`src/hdl/pse_pkg.sv`:
```
`default_nettype none
// ----------------------------------------------------------------------------
// pse_pkg
// Types and constants shared by the protobuf scalar field encoder.
// ----------------------------------------------------------------------------
package pse_pkg;

    localparam int unsigned KEY_W  = 32;
    localparam int unsigned VAL_W  = 64;
    localparam int unsigned FNUM_W = 29;
    localparam int unsigned OP_W   = 3;
    localparam int unsigned WIRE_W = 3;
    localparam int unsigned BCNT_W = 4;

    localparam logic [WIRE_W-1:0] WIRE_VARINT = 3'd0;
    localparam logic [WIRE_W-1:0] WIRE_BITS64 = 3'd1;
    localparam logic [WIRE_W-1:0] WIRE_BITS32 = 3'd5;

    localparam logic [BCNT_W-1:0] FIX4_BYTES = 4'd4;
    localparam logic [BCNT_W-1:0] FIX8_BYTES = 4'd8;

    typedef enum logic [OP_W-1:0] {
        OP_VARINT  = 3'd0,
        OP_ZIGZAG  = 3'd1,
        OP_FIXED32 = 3'd2,
        OP_FLOAT32 = 3'd3,
        OP_FIXED64 = 3'd4,
        OP_FLOAT64 = 3'd5
    } t_op;

    typedef enum logic [1:0] {
        MODE_VARINT = 2'd0,
        MODE_FIX4   = 2'd1,
        MODE_FIX8   = 2'd2
    } t_mode;

    typedef enum logic [1:0] {
        PH_IDLE = 2'd0,
        PH_KEY  = 2'd1,
        PH_VAL  = 2'd2
    } t_phase;

    typedef struct packed {
        logic [KEY_W-1:0] key;
        logic [VAL_W-1:0] value;
        t_mode            mode;
    } t_entry;

endpackage
`default_nettype wire

```
`src/hdl/pse_front.sv`:
```
`default_nettype none
// ----------------------------------------------------------------------------
// pse_front
// Decode one field: build the key, prepare the value word and its form,
// and drop fields that are skipped or carry an unused operation.
// ----------------------------------------------------------------------------
module pse_front
    import pse_pkg::*;
(
    input  wire logic              i_accept,
    input  wire logic [OP_W-1:0]   i_operation,
    input  wire logic [FNUM_W-1:0] i_fnum,
    input  wire logic [VAL_W-1:0]  i_value,
    input  wire logic              i_skip_if_zero,
    output logic                   o_push,
    output t_entry                 o_entry
);

    logic              known;
    logic              zero;
    logic [WIRE_W-1:0] key_wire;
    logic [VAL_W-1:0]  word;
    t_mode             mode;

    always_comb begin
        known    = 1'b1;
        zero     = (i_value == '0);
        key_wire = WIRE_VARINT;
        word     = i_value;
        mode     = MODE_VARINT;
        case (i_operation)
            OP_VARINT: begin
                key_wire = WIRE_VARINT;
            end
            OP_ZIGZAG: begin
                word = {i_value[VAL_W-2:0], 1'b0} ^ {VAL_W{i_value[VAL_W-1]}};
            end
            OP_FIXED32: begin
                key_wire = WIRE_BITS32;
                zero     = (i_value[31:0] == '0);
                word     = {32'd0, i_value[31:0]};
                mode     = MODE_FIX4;
            end
            OP_FLOAT32: begin
                key_wire = WIRE_BITS32;
                zero     = (i_value[30:0] == '0);
                word     = {32'd0, i_value[31:0]};
                mode     = MODE_FIX4;
            end
            OP_FIXED64: begin
                key_wire = WIRE_BITS64;
                mode     = MODE_FIX8;
            end
            OP_FLOAT64: begin
                key_wire = WIRE_BITS64;
                zero     = (i_value[VAL_W-2:0] == '0);
                mode     = MODE_FIX8;
            end
            default: begin
                known = 1'b0;
            end
        endcase
    end

    assign o_push        = i_accept && known && !(i_skip_if_zero && zero);
    assign o_entry.key   = {i_fnum, key_wire};
    assign o_entry.value = word;
    assign o_entry.mode  = mode;

endmodule
`default_nettype wire

```
`src/hdl/pse_queue.sv`:
```
`default_nettype none
// ----------------------------------------------------------------------------
// pse_queue
// Small first-in first-out buffer of decoded fields between front and back.
// ----------------------------------------------------------------------------
module pse_queue
    import pse_pkg::*;
#(
    parameter int unsigned DEPTH = 2
) (
    input  wire logic   i_clk,
    input  wire logic   i_rst_n,
    input  wire logic   i_push,
    input  wire t_entry i_entry,
    input  wire logic   i_pop,
    output logic        o_full,
    output logic        o_valid,
    output t_entry      o_head
);

    localparam int unsigned PTR_W = (DEPTH > 1) ? $clog2(DEPTH) : 1;
    localparam int unsigned CNT_W = $clog2(DEPTH + 1);

    t_entry             r_mem [DEPTH];
    logic [PTR_W-1:0]   r_wr_ptr;
    logic [PTR_W-1:0]   r_rd_ptr;
    logic [CNT_W-1:0]   r_count;
    logic [PTR_W-1:0]   n_wr_ptr;
    logic [PTR_W-1:0]   n_rd_ptr;

    assign o_full  = (r_count == CNT_W'(DEPTH));
    assign o_valid = (r_count != '0);
    assign o_head  = r_mem[r_rd_ptr];

    assign n_wr_ptr = (r_wr_ptr == PTR_W'(DEPTH - 1)) ? '0 : r_wr_ptr + 1'b1;
    assign n_rd_ptr = (r_rd_ptr == PTR_W'(DEPTH - 1)) ? '0 : r_rd_ptr + 1'b1;

    always_ff @(posedge i_clk) begin
        if (i_push) begin
            r_mem[r_wr_ptr] <= i_entry;
        end
    end

    always_ff @(posedge i_clk) begin
        if (!i_rst_n) begin
            r_wr_ptr <= '0;
            r_rd_ptr <= '0;
            r_count  <= '0;
        end else begin
            if (i_push) begin
                r_wr_ptr <= n_wr_ptr;
            end
            if (i_pop) begin
                r_rd_ptr <= n_rd_ptr;
            end
            case ({i_push, i_pop})
                2'b10:   r_count <= r_count + 1'b1;
                2'b01:   r_count <= r_count - 1'b1;
                default: r_count <= r_count;
            endcase
        end
    end

endmodule
`default_nettype wire

```
`src/hdl/pse_back.sv`:
```
`default_nettype none
// ----------------------------------------------------------------------------
// pse_back
// Serialize one decoded field per queue entry: key varint, then value as
// varint or little-endian bytes into an output register, one byte per cycle unless stalled.
// ----------------------------------------------------------------------------
module pse_back
    import pse_pkg::*;
(
    input  wire logic       i_clk,
    input  wire logic       i_rst_n,
    input  wire logic       i_head_valid,
    input  wire t_entry     i_head,
    output logic            o_pop,
    output logic            o_valid,
    input  wire logic       i_ready,
    output logic [7:0]      o_byte,
    output logic            o_last
);

    t_phase              r_phase;
    t_phase              n_phase;
    logic [KEY_W-1:0]    r_key;
    logic [VAL_W-1:0]    r_val;
    t_mode               r_mode;
    logic [BCNT_W-1:0]   r_cnt;
    logic                r_out_valid;
    logic [7:0]          r_out_byte;
    logic                r_out_last;

    logic                adv;
    logic                step;
    logic [KEY_W-1:0]    key_src;
    logic                key_more;
    logic                val_more;
    logic [7:0]          byte_nx;
    logic                last_nx;

    assign adv      = !r_out_valid || i_ready;
    assign key_src  = (r_phase == PH_IDLE) ? i_head.key : r_key;
    assign key_more = (key_src[KEY_W-1:7] != '0);
    assign val_more = (r_val[VAL_W-1:7] != '0);

    always_comb begin
        step    = 1'b0;
        o_pop   = 1'b0;
        byte_nx = {key_more, key_src[6:0]};
        last_nx = 1'b0;
        case (r_phase)
            PH_IDLE: begin
                step  = adv && i_head_valid;
                o_pop = adv && i_head_valid;
            end
            PH_KEY: begin
                step = adv;
            end
            PH_VAL: begin
                step = adv;
                if (r_mode == MODE_VARINT) begin
                    byte_nx = {val_more, r_val[6:0]};
                    last_nx = !val_more;
                end else begin
                    byte_nx = r_val[7:0];
                    last_nx = (r_cnt == BCNT_W'(1));
                end
            end
            default: begin
                step = 1'b0;
            end
        endcase
    end

    always_comb begin
        n_phase = r_phase;
        if (step) begin
            case (r_phase)
                PH_IDLE, PH_KEY: n_phase = key_more ? PH_KEY : PH_VAL;
                PH_VAL:          n_phase = last_nx ? PH_IDLE : PH_VAL;
                default:         n_phase = PH_IDLE;
            endcase
        end
    end

    always_ff @(posedge i_clk) begin
        if (!i_rst_n) begin
            r_phase     <= PH_IDLE;
            r_out_valid <= 1'b0;
        end else begin
            r_phase <= n_phase;
            if (step) begin
                r_out_valid <= 1'b1;
            end else if (i_ready) begin
                r_out_valid <= 1'b0;
            end
        end
    end

    always_ff @(posedge i_clk) begin
        if (step) begin
            r_out_byte <= byte_nx;
            r_out_last <= last_nx;
        end
        if (step && r_phase != PH_VAL) begin
            r_key <= {7'd0, key_src[KEY_W-1:7]};
        end
        if (o_pop) begin
            r_val  <= i_head.value;
            r_mode <= i_head.mode;
            r_cnt  <= (i_head.mode == MODE_FIX4) ? FIX4_BYTES : FIX8_BYTES;
        end else if (step && r_phase == PH_VAL) begin
            if (r_mode == MODE_VARINT) begin
                r_val <= {7'd0, r_val[VAL_W-1:7]};
            end else begin
                r_val <= {8'd0, r_val[VAL_W-1:8]};
            end
            r_cnt <= r_cnt - 1'b1;
        end
    end

    assign o_valid = r_out_valid;
    assign o_byte  = r_out_byte;
    assign o_last  = r_out_last;

endmodule
`default_nettype wire

```
`src/hdl/protobuf_scalar_field_encoder.sv`:
```
`default_nettype none
// ----------------------------------------------------------------------------
// protobuf_scalar_field_encoder
// Encode one scalar protobuf field per input item into key and value bytes.
// ----------------------------------------------------------------------------
//  channel  | dir | tdata                     | tuser                  | tlast
//  s_axis   | in  | fnum[28:0] value[92:29]   | operation[2:0] skip[3] | -
//  m_axis   | out | out_byte[7:0]             | -                      | last
//
//  One output byte per cycle while m_axis is not stalled; a field is 2 to 15
//  bytes (key plus value bytes), set by the byte serializer in the back end.
//  Skipped fields and unused operations produce no bytes and no output cycle.
//  An input item is taken every cycle while the decoded-field queue has room.
//  Synchronous reset clears the queue, serializer state and output valid.
//  A stall on m_axis holds the output register; the queue absorbs input.
// ----------------------------------------------------------------------------
module protobuf_scalar_field_encoder
    import pse_pkg::*;
#(
    parameter int unsigned QUEUE_DEPTH = 2
) (
    input  wire logic        i_clk,
    input  wire logic        i_rst_n,
    input  wire logic        s_axis_tvalid,
    output logic             s_axis_tready,
    input  wire logic [95:0] s_axis_tdata,  // fnum, value, zero pad
    input  wire logic [3:0]  s_axis_tuser,  // operation, skip_if_zero
    output logic             m_axis_tvalid,
    input  wire logic        m_axis_tready,
    output logic [7:0]       m_axis_tdata,  // out_byte
    output logic             m_axis_tlast   // last
);

    logic   full;
    logic   push;
    logic   pop;
    logic   head_valid;
    t_entry entry;
    t_entry head;

    assign s_axis_tready = !full;

    pse_front u_front (
        .i_accept       (s_axis_tvalid && s_axis_tready),
        .i_operation    (s_axis_tuser[2:0]),
        .i_fnum         (s_axis_tdata[28:0]),
        .i_value        (s_axis_tdata[92:29]),
        .i_skip_if_zero (s_axis_tuser[3]),
        .o_push         (push),
        .o_entry        (entry)
    );

    pse_queue #(
        .DEPTH (QUEUE_DEPTH)
    ) u_queue (
        .i_clk   (i_clk),
        .i_rst_n (i_rst_n),
        .i_push  (push),
        .i_entry (entry),
        .i_pop   (pop),
        .o_full  (full),
        .o_valid (head_valid),
        .o_head  (head)
    );

    pse_back u_back (
        .i_clk        (i_clk),
        .i_rst_n      (i_rst_n),
        .i_head_valid (head_valid),
        .i_head       (head),
        .o_pop        (pop),
        .o_valid      (m_axis_tvalid),
        .i_ready      (m_axis_tready),
        .o_byte       (m_axis_tdata),
        .o_last       (m_axis_tlast)
    );

endmodule
`default_nettype wire
```
`config.mk`:
```
export PLATFORM = sky130hd
export DESIGN_NAME = protobuf_scalar_field_encoder
export DESIGN_NICKNAME = d
export VERILOG_FILES = /design/src/hdl/pse_pkg.sv /design/src/hdl/pse_front.sv /design/src/hdl/pse_queue.sv /design/src/hdl/pse_back.sv /design/src/hdl/protobuf_scalar_field_encoder.sv
export SDC_FILE = /design/constraint.sdc
export NUM_CORES = 1
export LEC_CHECK = 0
export BUFFER_PORTS_ARGS = -buffer_cell sky130_fd_sc_hd__clkbuf_2
export CORE_UTILIZATION = 60
export DETAILED_ROUTE_END_ITERATION = 8
export PLACE_DENSITY_LB_ADDON = 0.05
export RECOVER_POWER = 50
export SYNTH_ARGS = -nofsm -noshare
export SYNTH_HDL_FRONTEND = slang
export SYNTH_SLANG_ARGS = --single-unit
```
`constraint.sdc`:
```
create_clock -name i_clk -period 9.25 [get_ports i_clk]
set_clock_uncertainty 0.1 [all_clocks]
set_input_delay 2.3125 -clock i_clk [delete_from_list [all_inputs] [get_ports i_clk]]
set_output_delay 2.3125 -clock i_clk [all_outputs]
set_load 0.01 [all_outputs]
```
* Word level (Yosys, flattened, before mapping) *
Memory sizes are Yosys's and may differ from the RTL's. A register that Yosys moved wholly into a read port is not among the register bits.
Index checks and enable logic that the tools add are counted.

word-level totals
  RAM bits = 196
  word-level logic and storage cells = 91
  output and inout port bits = 11
  memories = 1
  register bits = 111
  input port bits = 104

cells by class
  bitwise operators = 1
  eq/ne operators = 13
  mux-type cells = 30
  $add $sub $neg = 5
  reductions and logical operators = 30

memory list
  name           depth  width  rd ports  clocked after Yosys merged registers in  wr ports  RTL line         text
  u_queue.r_mem  2      98     1         1                                        1         pse_queue.sv:24  t_entry r_mem [DEPTH];

operators with widths
  cell                                                  count
  two-way mux 64 bit                                    2
  case mux 64 bit (2 select lines)                      1
  zero test 64 bit                                      1
  bitwise XOR 64 bit                                    1
  zero test 63 bit                                      1
  two-way mux 57 bit                                    1
  nonzero test 57 bit                                   1
  zero test 32 bit                                      1
  two-way mux 32 bit                                    1
  zero test 31 bit                                      1
  nonzero test 25 bit                                   1
  two-way mux 8 bit                                     2
  two-way mux 1 bit                                     12
  two-way mux 4 bit                                     3
  case mux 2 bit (2 select lines)                       3
  nonzero test 2 bit                                    4
  OR reduction 2 bit                                    4
  logical AND 1 bit                                     7
  equality test 2 x 1 -> 1 bit (second input constant)  3
  equality test 2 bit (second input constant)           3
  equality test 3 x 2 -> 1 bit (second input constant)  2
  equality test 3 bit (second input constant)           2
  case mux 3 bit (2 select lines)                       1
  OR reduction 6 bit                                    1
  14 further kinds                                      20

* Logic depth before layout (Yosys ltp) *
  depth after elaboration = 7
  mapped depth = 12
  depth with buffers taken out = 10

* By module *
Synthesis repeated with hierarchy kept, for this count alone.

unflattened totals
  cell total of the unflattened synthesis = 1060
  area, all modules = 14587.7 um^2

by module, submodules not included
  module                         area an instance (um^2)  cells an instance  times used  seq. area each (um^2)
  pse_queue                      7295.7                   327                1           5985.7
  pse_back                       5325.1                   438                1           3183.1
  pse_front                      1956.9                   293                1           0.0
  protobuf_scalar_field_encoder  10.0                     2                  1           0.0

* Least setup slack after synthesis *
Ideal clock, no wire load.

  path kind = in2reg
  start point = input port s_axis_tdata[92]
  end point = memory u_queue.r_mem[1][10] (netlist bit) (enable)
  required time = 8.588 ns
  cell stages on the path = 9
  buffers on the path = 2
  slack = 0.680 ns
  setup time = 0.562 ns
  data arrival time = 7.908 ns
  cell sequence = clkbuf_1 -> buf_2 -> inv_1 -> ha_1 -> o21ai_1 -> nor2_1 -> o311ai_1 -> a22oi_2 -> nor2b_1

between the ends
  cells in the longest elaborated chain, start to end = 7

ends and longest elaborated chain
  element                                  RTL line                             text
  start: declaration                       protobuf_scalar_field_encoder.sv:26  input wire logic [95:0] s_axis_tdata,
  zero test 64 bit                         pse_front.sv:27                      zero = (i_value == '0);
  case mux 1 bit (3 select lines)          pse_front.sv:31                      case (i_operation)
  logical AND 1 bit                        pse_front.sv:65                      assign o_push = i_accept && known && !(i_skip_if_zero && zero);
  zero test 1 bit                          pse_front.sv:65
  logical AND 1 bit                        pse_front.sv:65
  two-way mux 1 bit                        pse_queue.sv:39                      if (i_push) begin
  two-way mux 1 bit (implied by the code)  pse_queue.sv:40                      r_mem[r_wr_ptr] <= i_entry;
  end: declaration                         pse_queue.sv:24

No other way between the ends.

==> out/qor.yml <==
syn_nets: 1225
dp.final_hpwl_mm: 18.79
grt_pass1_vias: 8306
busiest_layer: "met2"
ant_nets: 0
place_congestion: 0.8426
async_flop_share_pct: 0
hold_viol_final: 0
rsz0062_at_grt: "no"
power_mw: 4.887
grt.total_usage_pct: 24.52
numCtsBuffers: 30
drt_iter0_drc: 843
core_area_mm2: 0.02216
drt_first_pass_iters: 5
p_per_area_mw_per_mm2: 319.7
grtUsageMet1_pct: 34.98
grt_max_degree: 129
drc: 0
crit_type: "reg -> reg"
most-common-layout-cells: "edfxtp_1, nand2_1, o21ai_0"
n_fill_cell: 1626
hold_buffers: 0
io_pins: 115
layout-drive-gt1-share_pct: 11.30
maxCapViolCount: 6
cts_setup_buffers: 0
syn_to_final_growth_pct: 11.28
htree_levels: 1
nNetsFinal: 1301
layout_commonest_cell: "edfxtp_1"
hold_path_class: "reg -> reg"
routed_wl_mm: 28.41
worst_pin_slew_ps: 3417
p_comb_share_pct: 27.1
synth_cells: 1113
ys_seq_area_share_pct: 65.87
peakVddDrop_mv: 0.1756
slew-limit-headroom_pct: -127.8
synth.distinct_cells: 42
start_util_pct: 61.99
path_clk_slew_ps: 60
violations: "max-capacitance violations, max-slew violations"
cp_data_required_time_ps: 9510
period_share_pct: 70.94
cp-end-kind: "register"
crit_path_start_kind: "register"
cts-root-buf: "clkbuf_16"
insertion_delay_ps: 550
die_y_um: 153.3
holdWs_ps: 415.4
reg2reg_slack_ps: 2690
syn_area_per_cell_um2: 12.34
use_met3_pct: 4.168
power.share.clock_pct: 23.7
multi_input_area_mm2: 0.004308
max_freq_mhz: 152.4
swShare_pct: 32.74
dieArea_mm2: 0.02350
tns_ps: 0
avgRoutedWirePerCell_um: 19.04
grt.overflow.total: 0
cts_sinks: 304
period_needed_ps: 6562
syn_area_mm2: 0.01374
yosysWarnings: 0
crit_fanout: 82
seqPwrFrac_pct: 49.1
p_int_mw: 3.287
setup_viol: 0
antenna_found_initial: 0
antenna_cells: 0
arrival_ps: 6830
synth_seq_cells: 304
port_buffers: 111
seq_area_mm2: 0.009049
via_per_inst: 5.924
cts_tree: "done"
outcome: "complete, but fails checks"
cts_buffer_depth: 3
dieWidth_um: 153.3
rows: 54
p_switching_mw: 1.600
ys.flop_type: "edfxtp_1"
p_leak_nw: 5.201
slew_violations: 452
dr_total_vias: 8838
met2_usage_pct: 38.99
cts-resized-gates: 0
grt_pass1_wl_mm: 44.51
synth_edf_count: 296
==> cell usage after synthesis (7+ instances only) <==
library cell    n  area, µm²
nor2_1         36      135.1
a31oi_1        56      350.3
nor4_1         32      200.2
nor2b_1        67      419.2
inv_1          13      48.80
nand2_1       167      626.9
nor3_1          7      35.03
o21ai_0        84      420.4
buf_2          21      105.1
clkbuf_1       40      150.1
a21oi_1        26      130.1
ha_1            8      100.1
nand3_1        35      175.2
xnor2_1        66      578.1
edfxtp_1      296       8889
dfxtp_1         8      160.2
buf_1          13      48.80
a211oi_1       57      427.9
mux2i_1        40      400.4
==> routing by layer <==
metal,vias up,share of wire (%)
met5,-,0
met4,0,2.6
met3,56,6.0
met2,272,47
met1,4221,45
li1,4289,-
==> logic make-up after synthesis <==
family	Yosys count	share of synthesized area, %
buffers and inverters	91	2.933
multiplexers	41	2.997
XOR/XNOR	67	4.272
adder cells (fa/ha/maj)	8	0.7287
flip-flops	304	65.87
AND/OR/NAND/NOR	368	12.81
AO/OA/AOI/OAI	234	10.39
==> state kept, by name, summed over array words and instances, names as in the netlist, named ones only <==
| register | cells |
|---|---|
| u_back.o_byte | 8 |
| u_back.o_last | 1 |
| u_back.o_valid | 1 |
| u_back.r_cnt | 4 |
| u_back.r_key | 25 |
| u_back.r_mode | 2 |
| u_back.r_phase | 2 |
| u_back.r_val | 64 |
| u_queue.r_count | 2 |
| u_queue.r_mem | 192 |
| u_queue.r_rd_ptr | 1 |
| u_queue.r_wr_ptr | 1 |
==> through the flow <==
stage | utilization [%] | cell area (µm²) | cells | worst slack (ps)
3_3_place_gp | 65.07 | 14420 | 1437 | 3042
4_1_cts | 69.30 | 15360 | 1492 | 3488
3_5_place_dp | 65.07 | 14420 | 1437 | 2940
6_report | 68.98 | 15290 | 1492 | 2688
2_1_floorplan | - | 13740 | 1113 | 679.7
5_1_grt | 68.98 | 15290 | 1492 | 1973
==> power groups by stage <==
stage	logic [mW]	registers [mW]	clock network, mW
6_report	1.32	2.40	1.16
5_1_grt	1.48	2.44	1.24
4_1_cts	1.32	2.40	1.18
3_5_place_dp	1.31	2.42	0
3_3_place_gp	1.28	2.41	0
2_1_floorplan	1.00	2.34	0
==> worst paths after layout <==
| path | start | to | cells after the start |
|---|---|---|---|
| hold reg to reg | u_queue.r_count[1] | u_queue.r_count[1] | 2 |
| setup / recovery | register | u_back.o_byte[2] | 5 |
| hold / removal | u_queue.r_count[1] | u_queue.r_count[1] | 2 |
| setup reg to reg | register | u_back.o_byte[2] | 5 |
==> critical path: stages, from the launching register on <==
cell,delay (ps)
dfxtp_1,2560
clkbuf_1,2540
mux2i_1,530
nand2_1,190
o21ai_0,100
o21ai_0,290
==> final cells by class <==
type / count / area share, %
Inverter: 13 / 0.3192
Tap cell: 280 / 2.292
Multi-Input combinational cell: 718 / 28.18
Clock inverter: 16 / 1.007
Timing Repair Buffer: 122 / 3.872
Clock buffer: 39 / 5.132
Sequential cell: 304 / 59.20
(Power assumes the default switching activity.)
